==> config.mk <==
export PLATFORM = sky130hd
export DESIGN_NAME = fadt_ctrl
export DESIGN_NICKNAME = d
export VERILOG_FILES = /design/src/hdl/fadt_pkg.sv /design/src/hdl/fadt_ctrl.sv
export SDC_FILE = /design/constraint.sdc
export NUM_CORES = 1
export LEC_CHECK = 0
export BUFFER_PORTS_ARGS = -buffer_cell sky130_fd_sc_hd__buf_2
export CORE_MARGIN = 10
export CORE_UTILIZATION = 47
export DETAILED_ROUTE_END_ITERATION = 8
export PLACE_DENSITY = 0.75
export SYNTH_ARGS = -nofsm -noshare
export SYNTH_HDL_FRONTEND = slang
export SYNTH_SLANG_ARGS = --single-unit
==> constraint.sdc <==
create_clock -name clk -period 3.3 [get_ports clk]
set_input_delay 0.165 -clock clk [delete_from_list [all_inputs] [get_ports clk]]
set_output_delay 0.165 -clock clk [all_outputs]
set_load 0.03 [all_outputs]
==> src/hdl/fadt_pkg.sv <==
// fadt_pkg: shared types, codes and constants of the flow aging delta tracker
// depends on nothing; used by fadt_ctrl, fadt_dp and flow_aging_delta_tracker
`default_nettype none

package fadt_pkg;

    localparam int FLOW_SLOTS_DEF = 1024;
    localparam int TO_W           = 24;
    localparam int NS_W           = 30;
    localparam int LIMIT_W        = TO_W + NS_W;

    localparam logic [NS_W-1:0] NS_PER_S = 30'd1000000000;

    localparam logic [7:0] PROTO_ICMP  = 8'd1;
    localparam logic [7:0] PROTO_TCP   = 8'd6;
    localparam logic [7:0] PROTO_UDP   = 8'd17;
    localparam logic [7:0] PROTO_ICMP6 = 8'd58;

    localparam logic [TO_W-1:0] TCP_TO_RST  = 24'd7440;
    localparam logic [TO_W-1:0] UDP_TO_RST  = 24'd180;
    localparam logic [TO_W-1:0] ICMP_TO_RST = 24'd30;
    localparam logic [TO_W-1:0] GEN_TO_RST  = 24'd600;

    typedef enum logic [1:0] {
        OP_RECORD = 2'd0,
        OP_START  = 2'd1,
        OP_END    = 2'd2,
        OP_NONE   = 2'd3
    } op_t;

    typedef enum logic [1:0] {
        KIND_ACTIVE  = 2'd0,
        KIND_EXPIRED = 2'd1,
        KIND_SUMMARY = 2'd2,
        KIND_NONE    = 2'd3
    } kind_t;

    typedef enum logic [1:0] {
        REG_TCP_TO  = 2'd0,
        REG_UDP_TO  = 2'd1,
        REG_ICMP_TO = 2'd2,
        REG_GEN_TO  = 2'd3
    } reg_idx_t;

    typedef struct packed {
        logic [1:0]  opcode;
        logic [9:0]  flow_slot;
        logic [7:0]  protocol;
        logic [62:0] packet_count;
        logic [62:0] byte_count;
        logic [63:0] last_seen_ns;
        logic [63:0] pass_time_ns;
    } in_item_t;

    typedef struct packed {
        logic [1:0]  kind;
        logic [9:0]  out_slot;
        logic [7:0]  out_protocol;
        logic [62:0] out_packets;
        logic [62:0] out_bytes;
        logic [63:0] out_last_seen_ns;
        logic [62:0] delta_packets;
        logic [62:0] delta_bytes;
        logic [31:0] active_total;
        logic [31:0] expired_total;
        logic [31:0] walked_total;
    } out_item_t;

    typedef struct packed {
        logic [62:0] pk;
        logic [62:0] by;
        logic [63:0] ls;
    } prev_t;

    typedef enum logic [2:0] {
        ST_INIT,
        ST_IDLE,
        ST_READ,
        ST_EVAL,
        ST_CLEAR,
        ST_PRUNE,
        ST_SUMMARY
    } state_t;

    // controller to datapath
    typedef struct packed {
        logic load_in;
        logic clear_counters;
        logic clear_seen;
        logic clear_valid;
        logic prune_rd;
        logic prune_wr;
        logic commit;
        logic emit_sum;
    } cmd_t;

    // datapath to controller
    typedef struct packed {
        logic [1:0] op;
        logic       slot_ok;
        logic       out_free;
    } stat_t;

endpackage

`default_nettype wire

==> src/hdl/fadt_ctrl.sv <==
// fadt_ctrl: sequencer of the tracker (record steps, clear and prune sweeps)
// depends on fadt_pkg
`default_nettype none

module fadt_ctrl #(
    parameter int FLOW_SLOTS = fadt_pkg::FLOW_SLOTS_DEF,
    parameter int IDX_W      = $clog2(FLOW_SLOTS),
    parameter int CNT_W      = $clog2(FLOW_SLOTS + 1)
) (
    input  wire logic             clk,
    input  wire logic             rst_n,
    input  wire logic             in_valid,
    output logic                  in_stall,
    input  wire fadt_pkg::stat_t  stat,
    output fadt_pkg::cmd_t        cmd,
    output logic [IDX_W-1:0]      sweep_addr,
    output logic [IDX_W-1:0]      prune_addr
);

    localparam logic [CNT_W-1:0] LAST = CNT_W'(FLOW_SLOTS - 1);
    localparam logic [CNT_W-1:0] ENDC = CNT_W'(FLOW_SLOTS);

    fadt_pkg::state_t state_reg, state_next;
    logic [CNT_W-1:0] cnt_reg, cnt_next;
    logic [CNT_W-1:0] cnt_m1;

    always_comb
    begin
        state_next = state_reg;
        unique case (state_reg)
            fadt_pkg::ST_INIT:
            begin
                if (cnt_reg == LAST)
                    state_next = fadt_pkg::ST_IDLE;
            end
            fadt_pkg::ST_IDLE:
            begin
                if (in_valid)
                begin
                    if (stat.op == fadt_pkg::OP_RECORD && stat.slot_ok)
                        state_next = fadt_pkg::ST_READ;
                    else if (stat.op == fadt_pkg::OP_START)
                        state_next = fadt_pkg::ST_CLEAR;
                    else if (stat.op == fadt_pkg::OP_END)
                        state_next = fadt_pkg::ST_PRUNE;
                end
            end
            fadt_pkg::ST_READ:    state_next = fadt_pkg::ST_EVAL;
            fadt_pkg::ST_EVAL:
            begin
                if (stat.out_free)
                    state_next = fadt_pkg::ST_IDLE;
            end
            fadt_pkg::ST_CLEAR:
            begin
                if (cnt_reg == LAST)
                    state_next = fadt_pkg::ST_IDLE;
            end
            fadt_pkg::ST_PRUNE:
            begin
                if (cnt_reg == ENDC)
                    state_next = fadt_pkg::ST_SUMMARY;
            end
            fadt_pkg::ST_SUMMARY:
            begin
                if (stat.out_free)
                    state_next = fadt_pkg::ST_IDLE;
            end
            default:              state_next = fadt_pkg::ST_INIT;
        endcase
    end

    always_comb
    begin
        cnt_next = '0;
        if ((state_reg == fadt_pkg::ST_INIT || state_reg == fadt_pkg::ST_CLEAR ||
             state_reg == fadt_pkg::ST_PRUNE) && state_next == state_reg)
            cnt_next = cnt_reg + 1'b1;
    end

    assign cnt_m1     = cnt_reg - 1'b1;
    assign sweep_addr = (cnt_reg < ENDC) ? cnt_reg[IDX_W-1:0] : '0;
    assign prune_addr = cnt_m1[IDX_W-1:0];

    always_comb
    begin
        cmd      = '0;
        in_stall = 1'b1;
        unique case (state_reg)
            fadt_pkg::ST_INIT:
            begin
                cmd.clear_seen  = 1'b1;
                cmd.clear_valid = 1'b1;
            end
            fadt_pkg::ST_IDLE:
            begin
                in_stall           = 1'b0;
                cmd.load_in        = in_valid;
                cmd.clear_counters = in_valid && stat.op == fadt_pkg::OP_START;
            end
            fadt_pkg::ST_READ:    ;
            fadt_pkg::ST_EVAL:    cmd.commit = stat.out_free;
            fadt_pkg::ST_CLEAR:   cmd.clear_seen = 1'b1;
            fadt_pkg::ST_PRUNE:
            begin
                cmd.prune_rd = 1'b1;
                cmd.prune_wr = cnt_reg != '0;
            end
            fadt_pkg::ST_SUMMARY: cmd.emit_sum = stat.out_free;
            default:              ;
        endcase
    end

    always_ff @(posedge clk or negedge rst_n)
    begin
        if (!rst_n)
        begin
            state_reg <= fadt_pkg::ST_INIT;
            cnt_reg   <= '0;
        end
        else
        begin
            state_reg <= state_next;
            cnt_reg   <= cnt_next;
        end
    end

    a_cnt_bound: assert property (@(posedge clk) disable iff (!rst_n)
        cnt_reg <= ENDC)
        else $error("sweep counter past end");

    a_one_writer: assert property (@(posedge clk) disable iff (!rst_n)
        $onehot0({cmd.commit, cmd.clear_seen, cmd.prune_wr, cmd.emit_sum}))
        else $error("two memory actions at once");

    a_commit_free: assert property (@(posedge clk) disable iff (!rst_n)
        (cmd.commit || cmd.emit_sum) |-> stat.out_free)
        else $error("result issued into busy output");

    a_eval_after_read: assert property (@(posedge clk) disable iff (!rst_n)
        (state_reg == fadt_pkg::ST_READ) |=> (state_reg == fadt_pkg::ST_EVAL))
        else $error("read step not followed by evaluation");

endmodule

`default_nettype wire

# Word level (Yosys, flattened, before mapping)
# Index checks and enable logic that the tools add are counted.
# totals
register_bits	14
in_bits	7
output_inout_bits	29
wordCells	43
# op_classes
n_addsub	2
magnitude_cmp	1
eq_ne	11
muxes	17
n_reduce_logical	10
# ops
op	n
3-bit 2-to-1 mux	7
3-bit case mux with 5 select lines	1
11-bit by 1-bit adder with 11-bit output, second input constant	1
11-bit by 10-bit == test with 1-bit output, second input constant	1
11-bit == test, second input constant	1
11-bit less-than comparator, second input constant	1
11-bit 2-to-1 mux	1
11-bit nonzero test	1
10-bit 2-to-1 mux	1
10-bit by 1-bit subtractor with 10-bit output, second input constant	1
3-bit == test, second input constant	3
3-bit by 2-bit == test with 1-bit output, second input constant	2
1-bit 2-to-1 mux	5
2-bit 2-to-1 mux	2
2-bit OR reduction	2
3-bit by 1-bit == test with 1-bit output, second input constant	1
3-bit == test	1
1-bit logical AND	3
3-bit logical NOT	1
2-bit by 1-bit == test with 1-bit output, second input constant	1
2-bit == test, second input constant	1
2-bit logical NOT	1
1-bit logical OR	2

# Logic depth before layout (Yosys ltp)
# logic_depth
ltp_word	9
depth_mapped	7
mapped_depth_nobuf	6

# Worst setup path before layout
# OpenSTA, ideal clock, no wires.
# synth_path
path_type	register to output
from	register state_reg[0]
to	output cmd[6] (netlist name)
arrival_ns	1.932
required_time_ns	3.135
slack_ns	1.203
stages_incl_launch_ff	6
n_path_buf	1
cell_sequence	dfrtp_1 > buf_6 > nor2b_1 > nand2b_1 > or2_2 > nor3b_1
# synth_lines
item	line	text
start, declared	fadt_ctrl.sv:23	fadt_pkg::state_t state_reg, state_next;
start signal, assigned	fadt_ctrl.sv:118	state_reg <= fadt_pkg::ST_INIT;
start signal, assigned	fadt_ctrl.sv:123	state_reg <= state_next;
end, declared	fadt_ctrl.sv:15	output fadt_pkg::cmd_t cmd,

# Final worst setup path
# layout_path
from	register cnt_reg[2]
to	output prune_addr[8]
# layout_between
elab_chain_cells	1
# layout_lines
item	line	text
start, declared	fadt_ctrl.sv:24	logic [CNT_W-1:0] cnt_reg, cnt_next;
start signal, assigned	fadt_ctrl.sv:124	cnt_reg <= cnt_next;
10-bit by 1-bit subtractor with 10-bit output	fadt_ctrl.sv:81	assign cnt_m1 = cnt_reg - 1'b1;
end, declared	fadt_ctrl.sv:17	output logic [IDX_W-1:0] prune_addr
# Every way passes these cells.

==> summary.txt <==
STA
  • Number of endpoints failing setup at the final stage: 0
  • Worst slew margin relative to its limit: 65.51%
  • Final hold violations: 0
  • Number of pins exceeding their max-slew limit in the final report: 0
  • Tcrit/Tclk final: 60.96%
  • TNS Setup: 0 ps
  • Clock Skew: 0.7564 ps
  • Actual slew at the worst max-slew pin: 517.3 ps
  • Timing-limited maximum frequency: 0.4971 GHz
  • RSZ-0062 raised after global routing: false
  • Time the worst path needs with I/O delays and setup: 2012 ps

Global routing
  • Wire length of the first global-routing pass: 4.864 mm
  • Pin count of the biggest net entering global routing: 16
  • Antenna violations before repair: 0
  • Total gr overflow: 0
  • Combined global-route utilization of all metal layers: 11.70%
  • Vias in the first global route: 1056

Worst setup path
  • Start point of the critical path: cnt_reg[2]$_DFF_PN0_
  • Buffers & Inverters on Critical Path: 1
  • Critical-path cell list: nor3_4 > nand2_1 > nor4_1 > xor2_1 > buf_2
  • Startpoint-to-endpoint class of the critical path: reg -> out
  • Critical Path Stages: 5
  • Maximum fanout encountered on the critical timing path: 9
  • Arrival time at the worst endpoint: 1850 ps
  • Launching element type of the critical path: flip-flop
  • Top Family by Delay on Critical Path: simple AND/OR/NAND/NOR gates
  • Worst reg2reg path startpoint: cnt_reg[2]$_DFF_PN0_
  • Critical path required time: 3130 ps
  • Slowest library cell on the worst path: sky130_fd_sc_hd__dfrtp_1
  • Worst reg2reg path depth: 4
  • Worst reg2reg endpoint: cnt_reg[7]$_DFF_PN0_
  • Reg2reg setup slack: 1590 ps
  • Type of element capturing the critical path: primary output
  • Maximum single-stage delay on the critical path: 510 ps
  • Crit path to: prune_addr[8]

Power and ir drop
  • Total power consumption of the routed design: 1.213 mW
  • Flop pwr share: 22.9%
  • Power share of the clock group: 7.9%
  • Internal: 513.6 uW
  • P_leak: 0.7116 nW
  • Peak supply drop: 0.0007024 V
  • PwrDens: 934.6 nW/um^2
  • Part of the total power dissipated in combinational logic: 69.3%
  • Switching power total: 699.1 uW
  • Net Sw Frac: 57.65%

Run status
  • Result of the run: complete, no violations

Logic synthesis
  • Largest cells by area after synthesis: sky130_fd_sc_hd__dfrtp_1 31%, sky130_fd_sc_hd__xor2_1 9.2%, sky130_fd_sc_hd__nor2_1 6.9%
  • Async set or reset register ratio after synthesis: 100.0%
  • Syn_area_per_cell: 8.758 um^2
  • Number of enable-type register cells in the synthesized netlist: 0
  • Net count of the mapped netlist: 140
  • Post-Syn Area: 1139 um^2
  • #FFs+latches synth: 14
  • Top FF cell, synth: sky130_fd_sc_hd__dfrtp_1
  • Number of distinct library cell variants in the gate-level netlist after synthesis: 39
  • Synth top area share: 30.77%
  • Synth warnings: 0
  • Gate Count Post-Synth: 130
  • Sequential cell area fraction in the yosys report: 30.77%
  • Yosys top cell by area: sky130_fd_sc_hd__dfrtp_1

Clock tree
  • Count of cells resized by post-cts repair: 0
  • TritonCTS clock tree: yes
  • Number of clock sinks seen by CTS: 14
  • Depth of the CTS H-tree: 1
  • Maximum count of clock buffers along a single path: 2
  • Clock latency on the worst-skew pair: 280 ps
  • Clk slew on worst S/H paths: 80 ps
  • Clk Tree Root Cell: sky130_fd_sc_hd__clkbuf_4
  • Number of CTS-inserted buffers: 3
  • Setup Buffers After CTS: 0

Floorplan
  • Core Footprint: 2255 um^2
  • Die height: 69.22 um
  • Total die area: 4791 um^2
  • Effective utilization at floorplan: 50.50%
  • Ports: 36
  • Width of the die: 69.22 um
  • Number of placement rows: 17

Finish
  • Ant. Diodes: 0
  • Most common cell after layout, fill and taps aside: sky130_fd_sc_hd__buf_2
  • Post-route standard cell area excluding fillers: 1297 um^2
  • Max FFs per register: 11
  • Nets@finish: 173
  • Layout overhead on the synthesized area: 13.96%
  • Top library cells by usage in the layout, fill and taps aside: 35 x sky130_fd_sc_hd__buf_2, 21 x sky130_fd_sc_hd__nor2_1, 14 x sky130_fd_sc_hd__dfrtp_1
  • Share of layout cells above drive strength 1: 30.43%

Placed design
  • Final RePlAce weighted congestion: 0.8053
  • Placed cell area: 1265 um^2
  • Post-detailed-placement half-perimeter wirelength: 2.141 mm
  • Number of port buffers: 35

Drt
  • Number of iterations in the first detailed-routing pass: 4
  • Routed length per placed instance: 14.46 um
  • Starting DRT DRC Count: 46
  • Post-detailed-route via-to-cell ratio: 5.206
  • Via count: 984
  • Antenna-violating nets left: 0
  • DR DRC count: 0
  • Wire length after detailed routing: 2.733 mm

Job
  • Max-Cap Viols: 0

Worst hold path
  • Worst hold-check path type: in -> reg
## stage by stage
| stage | std cells | worst slack [ps] | hold slack (ps) | util [%] |
|---|---|---|---|---|
| finish | 189 | 1288 | 157.4 | 57.55 |
| global route | 189 | 1114 | 175.0 | 57.55 |
| CTS | 189 | 1281 | 159.5 | 57.55 |
| detailed placement | 185 | 1593 | 82.60 | 56.10 |
| global placement | 185 | 1642 | 77.09 | 56.10 |
| floorplan | 130 | 1203 | -130.6 | - |
## timing repair
| action | CTS | global route |
|---|---|---|
| hold buffers | 1 | 0 |
| hold endpoints to repair | 14 | 0 |
| setup endpoints to repair | 0 | 0 |
## routing by layer
layer / share of wire (%) / routed length (um) / GRT usage (%)
met2: 48 / 1322 / 19.66
met1: 46 / 1263 / 13.94
met3: 3.7 / 101 / 2.568
met4: 1.6 / 45 / 4.656
met5: 0 / 0 / 0
## worst register-to-register path, delay by kind of cell (launching register included)
| family | cells | cell delay, ps |
|---|---|---|
| and+or+nand+nor | 3 | 680 |
| DFF | 1 | 550 |
| AOI/OAI and AO/OA | 1 | 360 |
## synthesized netlist by cell type, types with 2 or more instances
library cell / instances
sky130_fd_sc_hd__and2b_2: 2
sky130_fd_sc_hd__dfrtp_1: 14
sky130_fd_sc_hd__xnor2_1: 4
sky130_fd_sc_hd__inv_1: 6
sky130_fd_sc_hd__o21ai_0: 5
sky130_fd_sc_hd__nand3_1: 3
sky130_fd_sc_hd__ha_1: 3
sky130_fd_sc_hd__nor2_1: 21
sky130_fd_sc_hd__xor2_1: 12
sky130_fd_sc_hd__nand2_1: 13
sky130_fd_sc_hd__and3_1: 2
sky130_fd_sc_hd__buf_6: 4
sky130_fd_sc_hd__nand4_1: 5
sky130_fd_sc_hd__clkbuf_8: 2
sky130_fd_sc_hd__nor3b_1: 3
sky130_fd_sc_hd__nor2b_1: 8
## power groups by stage
stage	logic [mW]	clock network (mW)	registers, mW
finish	0.840	0.0956	0.277
global route	0.921	0.107	0.288
CTS	0.854	0.0950	0.277
detailed placement	0.846	0	0.280
global placement	0.838	0	0.276
floorplan	0.688	0	0.240
## layout make-up
cell class / count / area [um^2]
Tap cell: 28 / 35.03
Fill cell: 223 / 957.2
Clock buffer: 3 / 22.52
Multi-Input combinational cell: 101 / 678.2
Sequential cell: 14 / 350.3
Inverter: 7 / 26.28
Timing Repair Buffer: 36 / 185.2
## cell families after synthesis
kind of cell | synth area share [%]
xor+xnor | 12.31
buf+inv | 9.670
compound gates | 8.901
simple gates | 35.06
flops | 30.77
fa+ha+maj | 3.297
## worst min path at each step
stage,start,endpoint,slack (ps),cells after the start
4_1_cts,stat[1],state_reg[1]$_DFF_PN0_,160,3
2_1_floorplan,rst_n,cnt_reg[0]$_DFF_PN0_,-130,0
5_1_grt,stat[1],state_reg[1]$_DFF_PN0_,180,3
6_report,stat[1],state_reg[1]$_DFF_PN0_,160,3
3_3_place_gp,rst_n,cnt_reg[0]$_DFF_PN0_,80,1
3_5_place_dp,rst_n,cnt_reg[0]$_DFF_PN0_,80,1
Power figures use the tool's default switching activity.
